<file path="config.mk">
export PLATFORM = sky130hd
export DESIGN_NAME = pmh_ctrl
export DESIGN_NICKNAME = d
export VERILOG_FILES = /design/src/hdl/pmh_pkg.sv /design/src/hdl/pmh_ctrl.sv
export SDC_FILE = /design/constraint.sdc
export NUM_CORES = 1
export LEC_CHECK = 0
export ABC_AREA = 1
export BUFFER_PORTS_ARGS = -buffer_cell sky130_fd_sc_hd__buf_2
export CAP_MARGIN = 10
export CORE_AREA = 2 2 39 41
export CTS_CLUSTER_DIAMETER = 40
export DETAILED_ROUTE_END_ITERATION = 10
export DIE_AREA = 0 0 41 43
export PLACE_DENSITY = 0.48
export SLEW_MARGIN = 20
export SYNTH_ARGS = -nofsm -noshare
export SYNTH_HDL_FRONTEND = slang
export SYNTH_SLANG_ARGS = --single-unit
</file>
<file path="constraint.sdc">
create_clock -name clk -period 1.25 [get_ports clk]
set_input_delay 0.0625 -clock clk [delete_from_list [all_inputs] [get_ports clk]]
set_output_delay 0.0625 -clock clk [all_outputs]
set_load 0.005 [all_outputs]
</file>
<file path="src/hdl/pmh_pkg.sv">
// Shared constants, types and the pt bin edge table of the pair mass histogrammer.
package pmh_pkg;

	localparam int PT_BINS     = 28;
	localparam int MASS_BINS   = 50;
	localparam int COUNT_WIDTH = 32;

	localparam int EDGE_COUNT  = 29;
	localparam int PT_USED     = (PT_BINS < EDGE_COUNT - 1) ? PT_BINS : EDGE_COUNT - 1;
	localparam int MASS_RANGE  = 6144;
	localparam int MASS_SHIFT  = 11;
	localparam int RECIP_SHIFT = 17;
	localparam int RECIP_THIRD = ((1 << RECIP_SHIFT) + 2) / 3;

	localparam int PT_W    = (PT_BINS > 1) ? $clog2(PT_BINS) : 1;
	localparam int MBIN_W  = $clog2(MASS_BINS + 1);
	localparam int ADDR_W  = 1 + PT_W + MBIN_W;
	localparam int DEPTH   = 1 << ADDR_W;
	localparam int MPROD_W = 16 + MBIN_W;
	localparam int Q_W     = $clog2(3 * MASS_BINS + 1);

	// Pt bin edges in 1/1024 GeV; bin b covers [edge b, edge b+1).
	localparam logic [15:0] PT_EDGES [EDGE_COUNT] = '{
		16'd2560,  16'd3072,  16'd3584,  16'd4096,  16'd4608,  16'd5120,
		16'd5632,  16'd6144,  16'd6656,  16'd7168,  16'd7680,  16'd8192,
		16'd8704,  16'd9216,  16'd9728,  16'd10240, 16'd12288, 16'd14336,
		16'd16384, 16'd18432, 16'd20480, 16'd22528, 16'd24576, 16'd26624,
		16'd28672, 16'd30720, 16'd35840, 16'd40960, 16'd46080
	};

	typedef enum logic [2:0] {
		ST_CLEAR,
		ST_IDLE,
		ST_CALC,
		ST_DIV,
		ST_LOOK,
		ST_MERGE
	} state_t;

	typedef enum logic {
		OP_FILL = 1'b0,
		OP_READ = 1'b1
	} op_t;

	typedef struct packed {
		logic load;
		logic calc;
		logic div;
		logic look;
		logic merge;
		logic clear;
	} cmd_t;

	typedef struct packed {
		logic clear_done;
	} status_t;

endpackage

</file>
<file path="src/hdl/pmh_ctrl.sv">
// Controller state machine: clearing pass, request sequencing and result valid.
module pmh_ctrl (
	input  logic             clk,
	input  logic             arst_n,
	input  logic             in_valid,
	output logic             in_stall,
	output logic             out_valid,
	input  logic             out_stall,
	input  pmh_pkg::status_t status,
	output pmh_pkg::cmd_t    cmd
);
	import pmh_pkg::*;

	state_t state_q, state_d;
	logic   out_valid_q, out_valid_d;

	always_ff @(posedge clk or negedge arst_n) begin
		if (!arst_n) begin
			state_q     <= ST_CLEAR;
			out_valid_q <= 1'b0;
		end else begin
			state_q     <= state_d;
			out_valid_q <= out_valid_d;
		end
	end

	always_comb begin
		state_d  = state_q;
		cmd      = '0;
		in_stall = 1'b1;
		out_valid_d = out_valid_q && out_stall;
		case (state_q)
			ST_CLEAR: begin
				cmd.clear = 1'b1;
				if (status.clear_done) begin
					state_d = ST_IDLE;
				end
			end
			ST_IDLE: begin
				in_stall = 1'b0;
				if (in_valid) begin
					cmd.load = 1'b1;
					state_d  = ST_CALC;
				end
			end
			ST_CALC: begin
				cmd.calc = 1'b1;
				state_d  = ST_DIV;
			end
			ST_DIV: begin
				cmd.div = 1'b1;
				state_d = ST_LOOK;
			end
			ST_LOOK: begin
				cmd.look = 1'b1;
				state_d  = ST_MERGE;
			end
			ST_MERGE: begin
				// The previous result must have left before the new one overwrites it.
				if (!(out_valid_q && out_stall)) begin
					cmd.merge   = 1'b1;
					out_valid_d = 1'b1;
					state_d     = ST_IDLE;
				end
			end
			default: begin
				state_d = ST_CLEAR;
			end
		endcase
	end

	assign out_valid = out_valid_q;

endmodule

</file>
==> reports/results.tsv <==
metric	value	unit
status	finished, final reports clean	
synth.most_common_cell	nor2_1	
drive_above_1_share	45.6	%
synth_top_cells_by_area	dfrtp_1, nor2_1, inv_1	
switching_power	450	uW
nNetsFinal	64	
postSynthAreaPerCell	6.77	um^2
synth-async-reset-ratio	100	%
hold_viol	0	
diodes	0	
synth_flop_cell	dfrtp_1	
slew_headroom	89.0	%
p_seq_share	29.7	%
groute.usage.overall	9.37	%
cp_slowest_cell	dfrtp_1	
num_rows	14	
wl	627	um
antenna_found_initial	0	
multiInputGateArea	135	um^2
drc	0	
cp-end-kind	output port	
gp_congestion	0.727	
drt_iter0_markers	7	
numClockSinks	4	
synth_top_area_share	37.9	%
dr_total_vias	298	
grt_pass1_wl	1.08	mm
power	1010	uW
io_buffers	12	
clk_root_buffer_cell	clkbuf_4	
cts-htree-levels	1	
wl_per_cell	8.59	um
hpwl	484	um
fin_setup_tns	0	ps
grt_overflow	0	
hold_class	in2reg	
hold_depth	3	
die_y	43	um
clk_latency	230	ps
io_pins	13	
cap_viol_max_count	0	
yosysSeqAreaShare	37.9	%
start_util	19.1	%
grt_max_degree	8	
synth_area	264	um^2
viasPerCell	4.08	
cpPeakStageDelay	420	ps
syn-num-nets	44	
ys_top_cells_by_count	nor2_1, inv_1, dfrtp_1, nand2_1, nand3_1	
drtPass1Iterations	4	
start_kind	register	
rr_worst_depth	5	
clkTransAtPathRegs	40	ps
tightest_slew	164	ps
worstPathRequired	1190	ps
worst_clock_skew	4.61	ps
grt_pass1_vias	257	
synth_edf_count	0	
die_w	41	um
critPathKind	reg2out	
synth_seq_cells	4	
swShare	44.7	%
synth_cell_types	11	
fmax	842	MHz
p_leak	0.000242	uW
ff_latch_area	103	um^2
crit_fanout	5	
areaGrowthSynthToFinish	51.2	%
core_area	1380	um^2
rsz0062_at_grt	no	
maxSlewViolCount	0	
clockPowerShare	16.0	%
numCtsBuffers	3	
internal-power	557	uW
netlist.top_cell.by_area	dfrtp_1	
cts_buffer_depth	2	
cp_cell_sequence	inv_2, nand3_1, nor2_1, buf_2	
comb_power_share	54.3	%
power.density	2520	nW/um^2
cts_tree	done	
yosysWarnings	0	
period_share	95.0	%
postRouteAntennaNets	0	
period_minus_slack	1190	ps
holdWs	91.1	ps
cp.arrival	1130	ps
setup_viol_count_final	0	
fillers	147	
vdd_drop_max	0.000976	V
synth_cells	39	
die_area	1760	um^2
==> sequential cells by signal, indices dropped and copies added (netlist names) <==
register	cells
state_q	3
out_valid	1
==> placed cells by master (no fill, tap or decap) <==
cell and n:
buf_2 12, nor2_1 11, inv_1 6, nand2_1 4, nand3_1 4, inv_2 3, clkbuf_4 3, nor3_2 2
o21ai_1 2, dfrtp_1 2, buf_4 2, dfrtp_2 2, nor2_4 1, nand3_2 1, nand3b_1 1, dlygate4sd3_1 1
==> logic make-up (layout without fill, tap and decap cells) <==
group,count (synthesis),in the layout,share of synthesized area (%)
buffers and inverters,9,27,12.8
AO/OA/AOI/OAI,2,2,3.79
AND/OR/NAND/NOR,24,24,45.5
flip-flops,4,4,37.9
==> path summary, 6_finish.rpt <==
check / startpoint / to / slack (ps)
setup / recovery: state_q[1]$_DFFE_PN0P_ / cmd[1] / 60
hold / removal: out_stall / out_valid$_DFF_PN0_ / 90
setup reg to reg: state_q[1]$_DFFE_PN0P_ / state_q[0]$_DFFE_PN0P_ / 230
hold reg to reg: out_valid$_DFF_PN0_ / out_valid$_DFF_PN0_ / 520
max in group asynchronous: arst_n / state_q[0]$_DFFE_PN0P_ / 950
min in group asynchronous: arst_n / state_q[1]$_DFFE_PN0P_ / 170
==> worst max-delay path: cells and delay by family (launching register included) <==
kind	cells	cell delay (ps)
flops	1	420
buf+inv	2	250
simple gates	2	230
==> area by class of cell <==
class | count | share of cell area, %
sequential | 4 | 25.7
inverter | 9 | 8.46
tap | 16 | 5.02
timing repair buffer | 15 | 21.3
clock buffer | 3 | 5.64
multi-input combinational | 26 | 33.9
==> power by group through the flow <==
| stage | registers, uW | clock network, uW | logic, uW |
|---|---|---|---|
| detailed placement | 280 | 0 | 502 |
| finish | 299 | 161 | 547 |
| floorplan | 267 | 0 | 341 |
| global route | 312 | 174 | 625 |
| global placement | 281 | 0 | 502 |
| CTS | 279 | 169 | 507 |
==> stage by stage <==
stage / worst slack [ps] / cells / util (%) / cell area (um^2)
2_1_floorplan: 306 / 39 / - / 264
3_3_place_gp: 226 / 67 / 24.9 / 344
3_5_place_dp: 228 / 67 / 24.9 / 344
4_1_cts: 27.0 / 71 / 27.2 / 377
5_1_grt: 7.43 / 73 / 28.8 / 399
6_report: 62.2 / 73 / 28.8 / 399
==> per-layer routing <==
| layer | share of wire (%) | up-vias | wire length (um) | GRT usage, % |
|---|---|---|---|---|
| li1 | - | 159 | - | - |
| met1 | 46 | 128 | 289 | 13.3 |
| met2 | 45 | 11 | 283 | 10.3 |
| met3 | 8.5 | 0 | 53 | 3.66 |
| met4 | 0 | 0 | 0 | 8.00 |
| met5 | 0 | - | 0 | 0 |
==> what timing repair did <==
| item | in CTS | in global routing |
|---|---|---|
| resized for setup | 0 | 3 |
| hold endpoints to repair | 4 | 0 |
| endpoints found under the setup margin | 0 | 3 |
| hold buffers | 1 | 0 |
| setup buffers | 0 | 2 |
(Power assumes the default switching activity.)
